`src/rtl/cbfp_pkg.sv`:
```
// Package for the camera block frame parser.
// Types, constants and register indexes shared by all modules; no dependencies.
package cbfp_pkg;

  // Largest block limit per frame; the limit taken from the max_blocks register is capped at this.
  localparam logic [7:0] MAX_FRAME_BLOCKS = 8'd128;

  // Default depth of the command queue between front and back.
  localparam int CMD_DEPTH = 4;

  // Field words per block.
  localparam logic [2:0] FIELDS_NORMAL = 3'd5;
  localparam logic [2:0] FIELDS_CC     = 3'd6;

  // Reset values of the configuration registers.
  localparam logic [7:0]  RST_MAX_BLOCKS   = 8'd128;
  localparam logic [15:0] RST_SYNC_WORD    = 16'haa55;
  localparam logic [15:0] RST_SYNC_WORD_CC = 16'haa56;
  localparam logic [15:0] RST_SYNC_SWAPPED = 16'h55aa;

  localparam int CFG_INDEX_W = 2;
  localparam int CFG_DATA_W  = 16;

  typedef enum logic [CFG_INDEX_W-1:0] {
    REG_MAX_BLOCKS   = 2'd0,
    REG_SYNC_WORD    = 2'd1,
    REG_SYNC_WORD_CC = 2'd2,
    REG_SYNC_SWAPPED = 2'd3
  } cfg_reg_t;

  typedef struct packed {
    logic [7:0]  max_blocks;
    logic [15:0] sync_word;
    logic [15:0] sync_word_cc;
    logic [15:0] sync_word_swapped;
  } cfg_t;

  typedef enum logic [1:0] {
    CMD_STORE      = 2'd0,  // write one field word
    CMD_STORE_EMIT = 2'd1,  // write the last field word and emit the block
    CMD_FRAME_END  = 2'd2   // emit a frame end
  } cmd_kind_t;

  typedef struct packed {
    cmd_kind_t   kind;
    logic [2:0]  idx;
    logic [15:0] word;
    logic        cc;
    logic        ok;
    logic [7:0]  count;
  } cmd_t;

endpackage

```
`src/rtl/cbfp_front.sv`:
```
// Front end of the camera block frame parser: byte pairing, sync hunt,
// checksum and block tally. Emits commands for the back end. Uses cbfp_pkg.
module cbfp_front (
  input  logic          clk,
  input  logic          rst,
  input  logic          byte_take,
  input  logic [7:0]    data_byte,
  input  cbfp_pkg::cfg_t cfg,
  output logic          cmd_push,
  output cbfp_pkg::cmd_t cmd
);
  import cbfp_pkg::*;

  typedef enum logic [2:0] {
    PH_HUNT   = 3'd0,
    PH_DROP   = 3'd1,
    PH_CSUM   = 3'd2,
    PH_FIELDS = 3'd3,
    PH_TRAIL  = 3'd4
  } phase_t;

  phase_t      phase, phase_next;
  logic        byte_hi, byte_hi_next;
  logic [7:0]  low_byte, low_byte_next;
  logic [15:0] prev_word, prev_word_next;
  logic [2:0]  field_idx, field_idx_next;
  logic [15:0] running_sum, running_sum_next;
  logic [15:0] expected_sum, expected_sum_next;
  logic        cc_mode, cc_mode_next;
  logic [7:0]  tally, tally_next;

  logic [15:0] word;
  logic [15:0] sum_add;
  logic [2:0]  idx_inc;
  logic [2:0]  n_fields;
  logic [7:0]  mb_min1;
  logic [7:0]  limit;
  logic        sum_ok;

  assign word     = {data_byte, low_byte};
  assign sum_add  = running_sum + word;
  assign idx_inc  = field_idx + 3'd1;
  assign n_fields = cc_mode ? FIELDS_CC : FIELDS_NORMAL;
  assign sum_ok   = (sum_add == expected_sum);
  assign mb_min1  = (cfg.max_blocks == 8'd0) ? 8'd1 : cfg.max_blocks;
  assign limit    = (mb_min1 > MAX_FRAME_BLOCKS) ? MAX_FRAME_BLOCKS : mb_min1;

  always_comb begin
    phase_next        = phase;
    byte_hi_next      = byte_hi;
    low_byte_next     = low_byte;
    prev_word_next    = prev_word;
    field_idx_next    = field_idx;
    running_sum_next  = running_sum;
    expected_sum_next = expected_sum;
    cc_mode_next      = cc_mode;
    tally_next        = tally;
    cmd_push          = 1'b0;
    cmd.kind          = CMD_FRAME_END;
    cmd.idx           = field_idx;
    cmd.word          = word;
    cmd.cc            = cc_mode;
    cmd.ok            = sum_ok;
    cmd.count         = tally;

    if (byte_take) begin
      if (phase == PH_DROP) begin
        phase_next = PH_HUNT;            // realign: byte discarded
      end else if (!byte_hi) begin
        low_byte_next = data_byte;
        byte_hi_next  = 1'b1;
      end else begin
        byte_hi_next = 1'b0;
        case (phase)
          PH_CSUM: begin
            if (word == cfg.sync_word) begin
              cc_mode_next = 1'b0;
              cmd_push     = 1'b1;
              tally_next   = 8'd0;
            end else if (word == cfg.sync_word_cc) begin
              cc_mode_next = 1'b1;
              cmd_push     = 1'b1;
              tally_next   = 8'd0;
            end else if (word == 16'd0) begin
              phase_next     = PH_HUNT;
              prev_word_next = 16'hffff;
              cmd_push       = 1'b1;
              tally_next     = 8'd0;
            end else begin
              expected_sum_next = word;
              running_sum_next  = 16'd0;
              field_idx_next    = 3'd0;
              phase_next        = PH_FIELDS;
            end
          end
          PH_FIELDS: begin
            cmd_push = 1'b1;
            if (idx_inc == n_fields) begin
              cmd.kind       = CMD_STORE_EMIT;
              tally_next     = tally + {7'd0, sum_ok};
              field_idx_next = 3'd0;
              phase_next     = PH_TRAIL;
            end else begin
              cmd.kind         = CMD_STORE;
              running_sum_next = sum_add;
              field_idx_next   = idx_inc;
            end
          end
          PH_TRAIL: begin
            if (word == cfg.sync_word || word == cfg.sync_word_cc) begin
              cc_mode_next = (word != cfg.sync_word);
              if (tally >= limit) begin
                phase_next     = PH_HUNT;
                prev_word_next = 16'hffff;
                cmd_push       = 1'b1;
                tally_next     = 8'd0;
              end else begin
                phase_next = PH_CSUM;
              end
            end else begin
              phase_next     = PH_HUNT;
              prev_word_next = 16'hffff;
              cmd_push       = 1'b1;
              tally_next     = 8'd0;
            end
          end
          default: begin                 // hunt
            phase_next = PH_HUNT;
            if (word == 16'd0 && prev_word == 16'd0) begin
              prev_word_next = 16'hffff;
              tally_next     = 8'd0;
              cmd_push       = 1'b1;
              cmd.count      = 8'd0;
            end else if (word == cfg.sync_word && prev_word == cfg.sync_word) begin
              cc_mode_next = 1'b0;
              tally_next   = 8'd0;
              phase_next   = PH_CSUM;
            end else if (word == cfg.sync_word_cc && prev_word == cfg.sync_word) begin
              cc_mode_next = 1'b1;
              tally_next   = 8'd0;
              phase_next   = PH_CSUM;
            end else begin
              if (word == cfg.sync_word_swapped) phase_next = PH_DROP;
              prev_word_next = word;
            end
          end
        endcase
      end
    end
  end

  always_ff @(posedge clk) begin
    if (rst) begin
      phase        <= PH_HUNT;
      byte_hi      <= 1'b0;
      low_byte     <= 8'd0;
      prev_word    <= 16'hffff;
      field_idx    <= 3'd0;
      running_sum  <= 16'd0;
      expected_sum <= 16'd0;
      cc_mode      <= 1'b0;
      tally        <= 8'd0;
    end else begin
      phase        <= phase_next;
      byte_hi      <= byte_hi_next;
      low_byte     <= low_byte_next;
      prev_word    <= prev_word_next;
      field_idx    <= field_idx_next;
      running_sum  <= running_sum_next;
      expected_sum <= expected_sum_next;
      cc_mode      <= cc_mode_next;
      tally        <= tally_next;
    end
  end

  // field index stays inside the six-entry store
  a_idx_range: assert property (@(posedge clk) disable iff (rst)
    phase == PH_FIELDS |-> field_idx < FIELDS_CC)
    else $error("field index out of range");

  // a dropped byte returns to the hunt and changes no pairing state
  a_drop: assert property (@(posedge clk) disable iff (rst)
    byte_take && phase == PH_DROP |=> phase == PH_HUNT && $stable(byte_hi))
    else $error("drop byte mishandled");

  // tally never exceeds the hard block cap
  a_tally: assert property (@(posedge clk) disable iff (rst)
    tally <= MAX_FRAME_BLOCKS)
    else $error("block tally over cap");

endmodule

```
`src/rtl/cbfp_cmd_fifo.sv`:
```
// Command queue between front and back of the camera block frame parser.
// Small register FIFO of cmd_t entries. Uses cbfp_pkg.
module cbfp_cmd_fifo #(
  parameter int DEPTH = cbfp_pkg::CMD_DEPTH
) (
  input  logic           clk,
  input  logic           rst,
  input  logic           wr_en,
  input  cbfp_pkg::cmd_t wr_data,
  output logic           full,
  input  logic           rd_en,
  output cbfp_pkg::cmd_t rd_data,
  output logic           nonempty
);
  import cbfp_pkg::*;

  localparam int PTR_W = (DEPTH > 1) ? $clog2(DEPTH) : 1;
  localparam int CNT_W = $clog2(DEPTH + 1);
  localparam logic [PTR_W-1:0] LAST = PTR_W'(DEPTH - 1);

  cmd_t             mem [DEPTH];
  logic [PTR_W-1:0] wr_ptr, rd_ptr;
  logic [CNT_W-1:0] count;
  logic             do_wr, do_rd;

  assign full     = (count == CNT_W'(DEPTH));
  assign nonempty = (count != '0);
  assign rd_data  = mem[rd_ptr];
  assign do_wr    = wr_en && !full;
  assign do_rd    = rd_en && nonempty;

  always_ff @(posedge clk) begin
    if (do_wr) mem[wr_ptr] <= wr_data;
  end

  always_ff @(posedge clk) begin
    if (rst) begin
      wr_ptr <= '0;
      rd_ptr <= '0;
      count  <= '0;
    end else begin
      if (do_wr) wr_ptr <= (wr_ptr == LAST) ? '0 : wr_ptr + PTR_W'(1);
      if (do_rd) rd_ptr <= (rd_ptr == LAST) ? '0 : rd_ptr + PTR_W'(1);
      if (do_wr && !do_rd) count <= count + CNT_W'(1);
      else if (do_rd && !do_wr) count <= count - CNT_W'(1);
    end
  end

  // the front is held off while the queue is full, so no command is lost
  a_no_overflow: assert property (@(posedge clk) disable iff (rst)
    wr_en |-> !full)
    else $error("command queue overflow");

endmodule

```
`src/rtl/cbfp_back.sv`:
```
// Back end of the camera block frame parser: field store and result register.
// Executes commands from the queue. Uses cbfp_pkg.
module cbfp_back (
  input  logic           clk,
  input  logic           rst,
  input  logic           cmd_valid,
  input  cbfp_pkg::cmd_t cmd,
  output logic           cmd_take,
  input  logic           pop,
  output logic           empty,
  output logic           result_kind,
  output logic [15:0]    signature,
  output logic [15:0]    pos_x,
  output logic [15:0]    pos_y,
  output logic [15:0]    box_width,
  output logic [15:0]    box_height,
  output logic [15:0]    box_angle,
  output logic           color_code,
  output logic           checksum_ok,
  output logic [7:0]     good_count
);
  import cbfp_pkg::*;

  logic [15:0] store [6];
  logic [15:0] fld   [6];
  logic        out_valid;
  logic        slot_free;
  logic        emits;

  assign empty     = !out_valid;
  assign slot_free = !out_valid || pop;
  assign emits     = (cmd.kind == CMD_STORE_EMIT) || (cmd.kind == CMD_FRAME_END);
  assign cmd_take  = cmd_valid && (!emits || slot_free);

  // fields as they stand with this beat's word written in
  always_comb begin
    for (int i = 0; i < 6; i++) begin
      fld[i] = (cmd.idx == 3'(i)) ? cmd.word : store[i];
    end
  end

  always_ff @(posedge clk) begin
    if (cmd_take && (cmd.kind == CMD_STORE || cmd.kind == CMD_STORE_EMIT)) begin
      for (int i = 0; i < 6; i++) begin
        if (cmd.idx == 3'(i)) store[i] <= cmd.word;
      end
    end
  end

  always_ff @(posedge clk) begin
    if (rst) begin
      out_valid <= 1'b0;
    end else begin
      if (cmd_take && emits) out_valid <= 1'b1;
      else if (pop) out_valid <= 1'b0;
    end
  end

  always_ff @(posedge clk) begin
    if (cmd_take) begin
      unique case (cmd.kind)
        CMD_STORE_EMIT: begin
          result_kind <= 1'b0;
          signature   <= fld[0];
          pos_x       <= fld[1];
          pos_y       <= fld[2];
          box_width   <= fld[3];
          box_height  <= fld[4];
          box_angle   <= cmd.cc ? fld[5] : 16'd0;
          color_code  <= cmd.cc;
          checksum_ok <= cmd.ok;
          good_count  <= 8'd0;
        end
        CMD_FRAME_END: begin
          result_kind <= 1'b1;
          signature   <= 16'd0;
          pos_x       <= 16'd0;
          pos_y       <= 16'd0;
          box_width   <= 16'd0;
          box_height  <= 16'd0;
          box_angle   <= 16'd0;
          color_code  <= 1'b0;
          checksum_ok <= 1'b0;
          good_count  <= cmd.count;
        end
        default: begin
        end
      endcase
    end
  end

  // a frame end carries only its count
  a_frame_end_clean: assert property (@(posedge clk) disable iff (rst)
    out_valid && result_kind |-> signature == 16'd0 && color_code == 1'b0
      && checksum_ok == 1'b0)
    else $error("frame end with block fields");

  // a block result carries no count
  a_block_count: assert property (@(posedge clk) disable iff (rst)
    out_valid && !result_kind |-> good_count == 8'd0)
    else $error("block result with count");

endmodule

```
`src/rtl/camera_block_frame_parser_top.sv`:
```
// Top level of the camera block frame parser.
// Instantiates cbfp_front, cbfp_cmd_fifo and cbfp_back; uses cbfp_pkg.
//
//  channel   direction  handshake                     beat
//  -------   ---------  ----------------------------  -------------------------
//  input     in         push, full                    data_byte
//  result    out        empty, pop                    result_kind .. good_count
//  config    in         cfg_valid, cfg_ready (=1)     cfg_index, cfg_data
//
// One input beat per cycle while full is low. The front turns an accepted byte into
// at most one command at the same edge; the back takes it from the queue and
// registers any result, an emitting command waiting for a free or popped result register.
// full rises only when the command queue is full, which happens only while the
// result register waits to be popped. Reset is synchronous; the parser starts
// in the sync hunt with the default registers.
module camera_block_frame_parser_top #(
  parameter int CMD_DEPTH = cbfp_pkg::CMD_DEPTH
) (
  input  logic                               clk,
  input  logic                               rst,
  // input bytes
  input  logic                               push,
  output logic                               full,
  input  logic [7:0]                         data_byte,
  // results
  output logic                               empty,
  input  logic                               pop,
  output logic                               result_kind,
  output logic [15:0]                        signature,
  output logic [15:0]                        pos_x,
  output logic [15:0]                        pos_y,
  output logic [15:0]                        box_width,
  output logic [15:0]                        box_height,
  output logic [15:0]                        box_angle,
  output logic                               color_code,
  output logic                               checksum_ok,
  output logic [7:0]                         good_count,
  // configuration writes
  input  logic                               cfg_valid,
  output logic                               cfg_ready,
  input  logic [cbfp_pkg::CFG_INDEX_W-1:0]   cfg_index,
  input  logic [cbfp_pkg::CFG_DATA_W-1:0]    cfg_data
);
  import cbfp_pkg::*;

  cfg_t cfg;
  logic byte_take;
  logic cmd_push, cmd_take, cmd_nonempty;
  cmd_t cmd_in, cmd_out;

  // Register writes are always taken; the user writes only while idle.
  assign cfg_ready = 1'b1;

  always_ff @(posedge clk) begin
    if (rst) begin
      cfg.max_blocks        <= RST_MAX_BLOCKS;
      cfg.sync_word         <= RST_SYNC_WORD;
      cfg.sync_word_cc      <= RST_SYNC_WORD_CC;
      cfg.sync_word_swapped <= RST_SYNC_SWAPPED;
    end else if (cfg_valid && cfg_ready) begin
      unique case (cfg_reg_t'(cfg_index))
        REG_MAX_BLOCKS:   cfg.max_blocks        <= cfg_data[7:0];
        REG_SYNC_WORD:    cfg.sync_word         <= cfg_data;
        REG_SYNC_WORD_CC: cfg.sync_word_cc      <= cfg_data;
        REG_SYNC_SWAPPED: cfg.sync_word_swapped <= cfg_data;
        default: begin
        end
      endcase
    end
  end

  // Every accepted byte produces at most one command, so a free queue slot
  // is all the front needs.
  assign byte_take = push && !full;

  cbfp_front u_front (
    .clk       (clk),
    .rst       (rst),
    .byte_take (byte_take),
    .data_byte (data_byte),
    .cfg       (cfg),
    .cmd_push  (cmd_push),
    .cmd       (cmd_in)
  );

  cbfp_cmd_fifo #(
    .DEPTH (CMD_DEPTH)
  ) u_fifo (
    .clk      (clk),
    .rst      (rst),
    .wr_en    (cmd_push),
    .wr_data  (cmd_in),
    .full     (full),
    .rd_en    (cmd_take),
    .rd_data  (cmd_out),
    .nonempty (cmd_nonempty)
  );

  // Back end: field words go straight to the store; emitting commands wait
  // for the result register to be free or popped in the same cycle.
  cbfp_back u_back (
    .clk         (clk),
    .rst         (rst),
    .cmd_valid   (cmd_nonempty),
    .cmd         (cmd_out),
    .cmd_take    (cmd_take),
    .pop         (pop),
    .empty       (empty),
    .result_kind (result_kind),
    .signature   (signature),
    .pos_x       (pos_x),
    .pos_y       (pos_y),
    .box_width   (box_width),
    .box_height  (box_height),
    .box_angle   (box_angle),
    .color_code  (color_code),
    .checksum_ok (checksum_ok),
    .good_count  (good_count)
  );

endmodule

```
`config.mk`:
```
export PLATFORM = sky130hd
export DESIGN_NAME = camera_block_frame_parser_top
export DESIGN_NICKNAME = d
export VERILOG_FILES = /design/src/rtl/cbfp_pkg.sv /design/src/rtl/cbfp_front.sv /design/src/rtl/cbfp_cmd_fifo.sv /design/src/rtl/cbfp_back.sv /design/src/rtl/camera_block_frame_parser_top.sv
export SDC_FILE = /design/constraint.sdc
export NUM_CORES = 1
export LEC_CHECK = 0
export ABC_CLOCK_PERIOD_IN_PS = 17500
export BUFFER_PORTS_ARGS = -buffer_cell sky130_fd_sc_hd__buf_2
export CAP_MARGIN = 20
export CORE_ASPECT_RATIO = 1.5
export CORE_UTILIZATION = 45
export CTS_BUF_LIST = sky130_fd_sc_hd__clkbuf_16
export DETAILED_ROUTE_END_ITERATION = 6
export PLACE_DENSITY = 0.64
export SETUP_SLACK_MARGIN = 0.3
export SKIP_CTS_REPAIR_TIMING = 1
export SLEW_MARGIN = 40
export SYNTH_ARGS = -nofsm -noshare
export SYNTH_HDL_FRONTEND = slang
export SYNTH_SLANG_ARGS = --single-unit
```
`constraint.sdc`:
```
create_clock -name clk -period 17.5 [get_ports clk]
set_input_delay 0.875 -clock clk [delete_from_list [all_inputs] [get_ports clk]]
set_output_delay 0.875 -clock clk [all_outputs]
set_load 0.02 [all_outputs]
```
==> flow_summary.json, run 1 <==
{
  "irDropWorstVdd_v": 0.000108,
  "die_area_um2": 46100,
  "chipWidth_um": 176,
  "drtPass1Iterations": 7,
  "grt_antenna_before_repair": 0,
  "grt-ovfl-total": 0,
  "die_h_um": 263,
  "avgSynthCellArea_um2": 12.8,
  "drt-total-wl_mm": 43.8,
  "viasPerCell": 5.36,
  "maxCapViolCount": 0,
  "max_slew_margin_pct": 47.9,
  "drt_iter0_drc": 761,
  "cts_buffers": 43,
  "ys_ff_latch": 465,
  "fin_crit_ps": 4890,
  "dp_slack_ps": 12590,
  "num_io_pins": 141,
  "crit_path_start": "u_front.low_byte[0]$_SDFFE_PP0P_",
  "final_cells": 2319,
  "required_ps": 17940,
  "endpoint_kind": "flop",
  "status": "complete, no violations",
  "htreeDepth": 2,
  "grt_setup_unrepaired": "no",
  "area_growth_pct": 12.7,
  "core_um2": 44700,
  "drive_gt1_share_pct": 18.0,
  "critPathArrivalTime_ps": 5340,
  "worstMarginPinSlew_ps": 781,
  "p_total_w": 0.00320,
  "yosysTopAreaCellShare_pct": 48.2,
  "synth.largest_area_cell": "edfxtp_1",
  "drc": 0,
  "yosys-top-cells-area": "edfxtp_1, dfxtp_1, mux2i_1, nor2_1, mux4_2",
  "grt_max_degree": 96,
  "path_max_fanout": 12,
  "clkLatencyLatePin_ps": 570,
  "dpl.hpwl_mm": 29.8,
  "ant_nets": 0,
  "cts_buffer_depth": 3,
  "p_leak_nw": 8.51,
  "yosys_most_used_dff": "edfxtp_1",
  "min_from": "cfg[4]$_SDFFE_PP0P_",
  "yosys_warnings": 0,
  "final_nets": 1770,
  "critPathKind": "flop to flop",
  "yosysSeqAreaShare_pct": 61.8,
  "placedCellCount": 2238,
  "synth_nets": 1656,
  "synth_cell_type_count": 81,
  "final_common_cell": "edfxtp_1",
  "async_flop_share_pct": 0,
  "syn_area_um2": 20400,
  "portBuffers": 139,
  "first_global_vias": 12400,
  "slew_violations": 0,
  "multi_input_area_um2": 7280,
  "timing.final.ws_setup_ps": 12610,
  "regArea_um2": 12600,
  "synth_edf_count": 327,
  "vias": 12400,
  "cts-root-buf": "clkbuf_16",
  "hold_violations": 0,
  "fmax_mhz": 204,
  "final-setup-viol-count": 0,
  "rows": 95,
  "clkTransAtPathRegs_ps": 70,
  "finalSetupTns_ps": 0,
  "r2r_start": "u_front.low_byte[0]$_SDFFE_PP0P_",
  "initial_utilization_pct": 45.6,
  "hold_path.class": "flop to flop",
  "power_density_nw_per_um2": 139,
  "place.gp.congestion": 0.847,
  "grt_pass1_wl_mm": 69.3,
  "layout_worst_path_cycle_share_pct": 28.0,
  "cts_tree": "built",
  "grtUsageTotal_pct": 19.2,
  "fill_cells": 3872,
  "layout_common_cells": "edfxtp_1, nor2_1, mux2i_1",
  "fin_skew_ps": 29.2,
  "syn_inst": 1588,
  "start_kind": "flop",
  "diodes": 0,
  "wire_per_inst_um": 18.9,
  "clock-sinks": 465
}
-- layout make-up --
class | instances | share of cell area, %
Clock buffer | 43 | 4.69
Clock inverter | 37 | 1.35
Inverter | 18 | 0.294
Multi-Input combinational cell | 1009 | 31.7
Sequential cell | 465 | 54.8
Tap cell | 582 | 3.17
Timing Repair Buffer | 165 | 3.96
-- path summary, 6_finish.rpt --
check | to | slack [ps] | cells after the start
setup / recovery | u_front.tally[7]$_SDFFE_PP0P_ | 12610 | 16
hold / removal | cfg[4]$_SDFFE_PP0P_ | 470 | 2
setup reg to reg | u_front.tally[7]$_SDFFE_PP0P_ | 12610 | 16
hold reg to reg | cfg[4]$_SDFFE_PP0P_ | 470 | 2
-- synthesized netlist by cell type, types with 6 or more instances --
cell type	instances
xnor2_1	50
mux4_2	31
xor2_1	43
mux2i_1	155
a22oi_1	11
nor2b_1	17
nand2_1	135
ha_1	35
buf_2	21
and2_1	17
dfxtp_1	138
o21a_1	7
nand3b_1	31
a21oi_1	58
edfxtp_1	327
nand2b_1	9
buf_6	12
clkbuf_1	47
nor3_1	17
nand3_1	13
nor2_1	229
nor4_1	18
o21ai_0	19
a21o_1	6
nand4_1	18
inv_1	17
buf_4	12
-- state kept, by name, summed over array words and instances (netlist names), 3 cells and up, named ones only --
register and flops:
u_back.pos_y 16, u_front.prev_word 16, u_back.signature 16, u_front.phase 3, u_back.store 96, u_back.box_height 16
u_back.box_width 16, u_front.expected_sum 16, u_back.box_angle 16, u_back.pos_x 16, u_back.good_count 8, u_front.tally 8
u_fifo.count 3, u_front.low_byte 8, cfg 56, u_front.field_idx 3, u_fifo.mem 124, u_front.running_sum 16
-- where the power goes --
part	internal [W]	switching, W	total [W]
clock network	0.000501	0.000413	0.000914
logic	0.000258	0.000529	0.000787
registers	0.00142	0.0000719	0.00150
-- critical path, stage by stage (launching register included) --
cell       delay, ps
dfxtp_1          510
ha_1             360
fa_1             450
a211o_4          390
a2111oi_4        390
o21ai_2          110
a31oi_4          280
xnor3_1          250
nor2_1           110
nand4_1          190
nor4_4           650
ha_1             290
and2_1           230
nand4_1          110
nor4_1           240
xnor2_1          160
nor2_1            50
-- cell families (layout without fill, tap and decap cells) --
family | count (synthesis) | after routing | share of synthesized area (%)
and+or+nand+nor | 542 | 542 | 12.7
AOI/OAI and AO/OA | 147 | 147 | 4.96
DFF | 465 | 465 | 61.8
muxes | 188 | 188 | 11.2
buffers and inverters | 114 | 263 | 2.89
adders and majority gates | 37 | 37 | 2.35
other | 1 | 1 | 0.0184
xor gates and xnor gates | 94 | 94 | 4.11
-- routing by layer --
metal | part of all wire, % | wire, um | track usage (%) | vias up
li1 | - | - | - | 5962
met1 | 41 | 18200 | 23.7 | 6035
met2 | 51 | 22300 | 33.8 | 344
met3 | 4.0 | 1770 | 2.34 | 81
met4 | 3.5 | 1530 | 7.76 | 0
met5 | 0 | 0 | 0 | -
-- stage by stage --
stage	hold slack [ps]	util (%)	area, um2
3_5_place_dp	465	48.2	21600
3_3_place_gp	459	48.1	21500
6_report	468	51.4	23000
5_1_grt	508	51.4	23000
2_1_floorplan	440	-	20400
4_1_cts	473	51.3	22900
No activity file was read; power rests on OpenSTA's default activity.
==> inputs of run 2 (changes only) <==
Settings changed: ABC_CLOCK_PERIOD_IN_PS 17500 to 4170, PLACE_DENSITY 0.64 to 0.67.
Clock period 17.5 ns to 4.17 ns, I/O delays scaled along.
==> run 2 against run 1 <==
- total power rose to 4.3 times the previous value
- fmax grew 23%
- flip-flop and latch count stayed put
- core utilization is 0.98 points higher
- via count increased by 1.5%
- first-iteration DRC count up 4.7%
- wire length increased by 1.4%
- critical path depth is the same
- combinational power grew to 4.8 times the previous value
- largest power group unchanged
==> flow_summary.json, run 2 (same netlist as run 1, synthesis figures left out) <==
{
  "status": "complete, no violations",
  "largest-register": "u_fifo.mem",
  "cts_buffer_depth": 3,
  "first_global_vias": 12600,
  "path_max_fanout": 5,
  "viasPerCell": 5.33,
  "crit_path_start": "u_front.low_byte[0]$_SDFFE_PP0P_",
  "layout_worst_path_cycle_share_pct": 95.8,
  "hold_violations": 0,
  "clkLatencyLatePin_ps": 570,
  "critPathArrivalTime_ps": 4450,
  "multi_input_area_um2": 7350,
  "num_io_pins": 141,
  "critPathKind": "flop to flop",
  "max_slew_margin_pct": 44.0,
  "start_kind": "flop",
  "final_nets": 1818,
  "final_cells": 2367,
  "worstMarginPinSlew_ps": 840,
  "top_regs": "u_fifo.mem x124, u_back.store x96, cfg x56",
  "hold_path.class": "input pin to flop",
  "reg2reg_slack_ps": 180,
  "grtUsageTotal_pct": 19.2,
  "p_switching_w": 0.00451,
  "irDropWorstVdd_v": 0.000360,
  "p_leak_nw": 8.71,
  "clock-sinks": 465,
  "dpl.hpwl_mm": 30.3,
  "initial_utilization_pct": 45.6,
  "die_area_um2": 46100,
  "chipWidth_um": 176,
  "drive_gt1_share_pct": 19.7,
  "ant_nets": 0,
  "endpoint_kind": "flop",
  "fin_crit_ps": 3990,
  "drc": 0,
  "intPower_w": 0.00937,
  "diodes": 0,
  "portBuffers": 139,
  "grt-ovfl-total": 0,
  "area_growth_pct": 14.9,
  "final_common_cell": "edfxtp_1",
  "wire_per_inst_um": 18.8,
  "grt_antenna_before_repair": 0,
  "grt_pass1_wl_mm": 69.4,
  "layout_common_cells": "edfxtp_1, nor2_1, mux2i_1",
  "utilization_pct": 52.3,
  "seqPwrFrac_pct": 45.8,
  "die_h_um": 263,
  "pwr-share-comb_pct": 27.1,
  "drtPass1Iterations": 5,
  "rows": 95,
  "clkTransAtPathRegs_ps": 70,
  "finalSetupTns_ps": 0,
  "maxCapViolCount": 0,
  "drt-total-wl_mm": 44.4,
  "core_um2": 44700,
  "placedCellCount": 2265,
  "worstReg2RegEnd": "u_front.tally[7]$_SDFFE_PP0P_",
  "largest_reg_flops": 124,
  "fin_skew_ps": 30.5,
  "final-setup-viol-count": 0,
  "place.gp.congestion": 0.893,
  "dp_slack_ps": 16.1,
  "cts_buffers": 43,
  "fin_area_um2": 23400,
  "sw_frac_of_total_pct": 32.5,
  "power_density_nw_per_um2": 594,
  "r2r_start": "u_front.low_byte[0]$_SDFFE_PP0P_",
  "cts-root-buf": "clkbuf_16",
  "required_ps": 4630,
  "drt_iter0_drc": 797,
  "r2r_cells": 16,
  "grt_setup_unrepaired": "yes",
  "timing.final.ws_setup_ps": 176,
  "place_area_um2": 21700,
  "critPathCapture": "u_front.tally[7]$_SDFFE_PP0P_",
  "htreeDepth": 2,
  "cts_tree": "built",
  "fmax_mhz": 250,
  "regArea_um2": 12600,
  "pwr-share-clk_pct": 27.1,
  "vias": 12600,
  "grt_max_degree": 91,
  "slew_violations": 0,
  "fill_cells": 3831
}
## run 2: worst max-delay path, cell delays in order, from the launching register on
cell and delay, ps:
dfxtp_2 340, ha_4 160, fa_2 360, a211o_4 370, a2111oi_4 400, o21ai_2 130, a31oi_4 190, xnor3_1 230
nor2_1 110, nand4_1 210, nor4_4 330, ha_2 300, and2_1 170, nand4_1 140, nor4_2 230, xnor2_1 160
nor2_1 50
## run 2: area by class of cell
cell class	instances	share of cell area [%]
clock buffer	43	4.60
clock inverter	37	1.16
inverter	18	0.289
multi-input combinational	1009	31.4
sequential	465	53.8
tap	582	3.11
timing repair buffer	213	5.61
## run 2: worst min-delay path by stage
stage | start | to | slack (ps) | cells past startpoint
floorplan | data_byte[0] | u_fifo.mem[0][18]$_DFFE_PP_ | 310 | 0
global placement | u_front.running_sum[8]$_SDFFE_PP0P_ | u_front.running_sum[8]$_SDFFE_PP0P_ | 450 | 2
detailed placement | u_front.running_sum[8]$_SDFFE_PP0P_ | u_front.running_sum[8]$_SDFFE_PP0P_ | 450 | 2
CTS | cfg_data[15] | cfg[47]$_SDFFE_PP1P_ | -130 | 3
global route | data_byte[5] | u_fifo.mem[0][23]$_DFFE_PP_ | 10 | 1
finish | pop | u_back.out_valid$_SDFFE_PP0P_ | 10 | 4
## run 2: power groups by stage
stage / combinational, W / clock (W) / sequential, W
after floorplan: 0.00189 / 0 / 0.00710
after global placement: 0.00373 / 0 / 0.00645
after detailed placement: 0.00378 / 0 / 0.00647
after CTS: 0.00379 / 0.00383 / 0.00637
after global routing: 0.00409 / 0.00401 / 0.00643
final: 0.00376 / 0.00376 / 0.00636
## run 2: routing by layer
layer,vias to the layer above,global-route usage [%],wire length [um]
met5,-,0,0
met4,0,8.91,2000
met3,103,2.33,1490
met2,303,34.8,23200
met1,6133,22.4,17700
li1,6068,-,-
## run 2: per-stage QoR
stage                     total power (W)  hold WS, ps
after floorplan                   0.00899          307
after global placement             0.0102          451
after detailed placement           0.0103          454
after CTS                          0.0140         -125
after global routing               0.0145         12.0
final                              0.0139         9.89
==> inputs of run 3 (changes only) <==
Settings changed: ABC_AREA set to 1.
==> run 3 against run 2 <==
- the run now ends with hold timing left
- critical path type unchanged
- hold slack lost 12 ps
- clock power increased by 3%
- sequential share of layout area down 0.20 points
- wire length increased by 9.2%
- combinational power is 28% higher
- first-iteration DRC count rose by 42%
- global-route usage up 1.6 points
- clock skew is 13 ps lower
- setup slack improved by 350 ps
- die area fell by 0.21%
- synthesized cell count up 30%
- critical path depth grew 4
==> flow_summary.json, run 3 <==
{
  "largest_reg_flops": 124,
  "critPathArrivalTime_ps": 4140,
  "drc": 0,
  "wire_per_inst_um": 17.0,
  "reg2reg_slack_ps": 530,
  "finalSetupTns_ps": 0,
  "yosys-top-cells-count": "nand2_1, edfxtp_1, a21oi_1",
  "synth.largest_area_cell": "edfxtp_1",
  "drtPass1Iterations": 5,
  "irDropWorstVdd_v": 0.000448,
  "portBuffers": 139,
  "regArea_um2": 12600,
  "whs_endpoint": "cfg[35]$_SDFFE_PP0P_",
  "htreeDepth": 2,
  "layout_worst_path_cycle_share_pct": 87.4,
  "ant_nets": 0,
  "fin_crit_ps": 3640,
  "diodes": 0,
  "grtUsageTotal_pct": 20.8,
  "hold_path.class": "input pin to flop",
  "first_global_vias": 14500,
  "core_um2": 44700,
  "max_stage_delay_ps": 400,
  "cp_slowest_cell": "fa_2",
  "synth_nets": 2131,
  "final_nets": 2299,
  "crit_buf_inv": 1,
  "grt_setup_unrepaired": "no",
  "p_leak_nw": 9.49,
  "worstReg2RegEnd": "u_front.tally[6]$_SDFFE_PP0P_",
  "area_growth_pct": 15.5,
  "yosysTopAreaCellShare_pct": 48.3,
  "cts_buffer_depth": 3,
  "die_h_um": 262,
  "viasPerCell": 5.26,
  "power_density_nw_per_um2": 658,
  "die_area_um2": 46000,
  "avgSynthCellArea_um2": 9.85,
  "dpl.hpwl_mm": 33.9,
  "slew_violations": 0,
  "violations": "hold timing",
  "dp_slack_ps": 321,
  "drive_gt1_share_pct": 15.2,
  "syn_area_um2": 20300,
  "yosys_most_used_dff": "edfxtp_1",
  "min_from": "cfg_data[3]",
  "required_ps": 4670,
  "num_io_pins": 141,
  "cts-root-buf": "clkbuf_16",
  "drt-total-wl_mm": 48.5,
  "yosysSeqAreaShare_pct": 61.9,
  "status": "finished, violations left",
  "layout_common_cells": "nand2_1, edfxtp_1, a21oi_1",
  "initial_utilization_pct": 45.5,
  "endpoint_kind": "flop",
  "crit_chain": "ha_2 > fa_2 > nand3_1 > nand3_2 > or2_2 > nand2_1 > xor2_1 > nor2_1 > nand3_2 > nor3_2 > buf_4 > ha_1 > ha_2 > nand2_1 > nor2_2 > nand2_1 > or2_2 > a21oi_1 > nand3_1 > a21oi_1",
  "largest-register": "u_fifo.mem",
  "grt_max_degree": 89,
  "worstMarginPinSlew_ps": 804,
  "path_max_fanout": 5,
  "cts_tree": "built",
  "start_kind": "flop",
  "cts_buffers": 44,
  "grt-ovfl-total": 0,
  "max_slew_margin_pct": 46.4,
  "multi_input_area_um2": 6760,
  "yosys-top-cells-area": "edfxtp_1, dfxtp_1, nand2_1, a21oi_1, o21ai_0",
  "r2r_start": "u_front.low_byte[0]$_SDFFE_PP0P_",
  "synth_edf_count": 327,
  "crit_family": "simple AND/OR/NAND/NOR gates",
  "synth_cell_type_count": 47,
  "holdWs_ps": -1.94,
  "yosys_warnings": 0,
  "crit_top_cell": "nand2_1",
  "chipWidth_um": 175,
  "grt_antenna_before_repair": 1,
  "syn_inst": 2063,
  "synth_most_common_cell": "nand2_1",
  "hold_violations": 1,
  "maxCapViolCount": 0,
  "critPathKind": "flop to flop",
  "r2r_cells": 20,
  "fmax_mhz": 274,
  "clkTransAtPathRegs_ps": 70,
  "fin_area_um2": 23500,
  "hold_depth": 3,
  "final-setup-viol-count": 0,
  "drt_iter0_drc": 1133,
  "grt_pass1_wl_mm": 75.5,
  "final_common_cell": "nand2_1",
  "async_flop_share_pct": 0,
  "clock-sinks": 465,
  "ys_ff_latch": 465,
  "place.gp.congestion": 0.892,
  "top_regs": "u_fifo.mem x124, u_back.store x96, cfg x56",
  "timing.final.ws_setup_ps": 526,
  "clkLatencyLatePin_ps": 570,
  "place_area_um2": 21900,
  "fill_cells": 4010,
  "rows": 95,
  "vias": 15000,
  "fin_skew_ps": 17.8
}
## run 3: layout make-up
| cell class | count | share of cell area (%) |
|---|---|---|
| clock buffer | 45 | 4.80 |
| clock inverter | 34 | 1.12 |
| inverter | 205 | 3.29 |
| multi-input combinational | 1313 | 28.8 |
| sequential | 465 | 53.6 |
| tap | 582 | 3.10 |
| timing repair buffer | 202 | 5.28 |
## run 3: worst max-delay path by stage
stage                                                start                           endpoint  slack [ps]  cells past startpoint
final                     u_front.low_byte[0]$_SDFFE_PP0P_      u_front.tally[6]$_SDFFE_PP0P_         530                     20
after global routing      u_front.low_byte[0]$_SDFFE_PP0P_      u_front.tally[6]$_SDFFE_PP0P_         260                     20
after CTS                 u_front.low_byte[0]$_SDFFE_PP0P_      u_front.tally[6]$_SDFFE_PP0P_         310                     20
after detailed placement  u_front.low_byte[0]$_SDFFE_PP0P_      u_front.tally[6]$_SDFFE_PP0P_         320                     20
after global placement    u_front.low_byte[0]$_SDFFE_PP0P_      u_front.tally[6]$_SDFFE_PP0P_         370                     20
after floorplan                                       flop  u_back.box_angle[0]$_SDFFCE_PP0P_         300                     10
## run 3: power by group
group | internal [W] | switching (W) | total (W)
clock network | 0.00216 | 0.00171 | 0.00387
logic | 0.00137 | 0.00345 | 0.00481
registers | 0.00648 | 0.000285 | 0.00676
## run 3: per-stage QoR
step	instances	total power [W]	util (%)
after floorplan	2063	0.0100	-
after global routing	2846	0.0163	52.5
final	2846	0.0154	52.5
after global placement	2754	0.0115	49.0
after detailed placement	2754	0.0117	49.0
after CTS	2833	0.0156	52.1
## run 3: routing by layer
layer  share of wire, %  vias to the layer above  wire [um]  track usage [%]
li1                   -                     7390          -                -
met1                 39                     7012      19100             23.5
met2                 52                      452      25400             38.7
met3                4.5                      107       2160             2.39
met4                3.9                        0       1870             9.42
met5                  0                        -          0                0
## run 3: cells by family after synthesis
kind of cell	after synthesis	synth area share, %
buf+inv	285	5.48
fa+ha+maj	37	2.35
xor+xnor	39	1.88
other cells	1	0.0185
flops	465	61.9
compound gates	453	12.0
simple gates	783	16.3
## run 3: worst reg2reg max path, cell delays in order (launching register included)
cell and delay [ps]:
dfxtp_1 320, ha_2 220, fa_2 400, nand3_1 110
nand3_2 100, or2_2 300, nand2_1 70, xor2_1 60
nor2_1 140, nand3_2 130, nor3_2 190, buf_4 160
ha_1 200, ha_2 210, nand2_1 80, nor2_2 140
nand2_1 70, or2_2 280, a21oi_1 130, nand3_1 90
a21oi_1 160
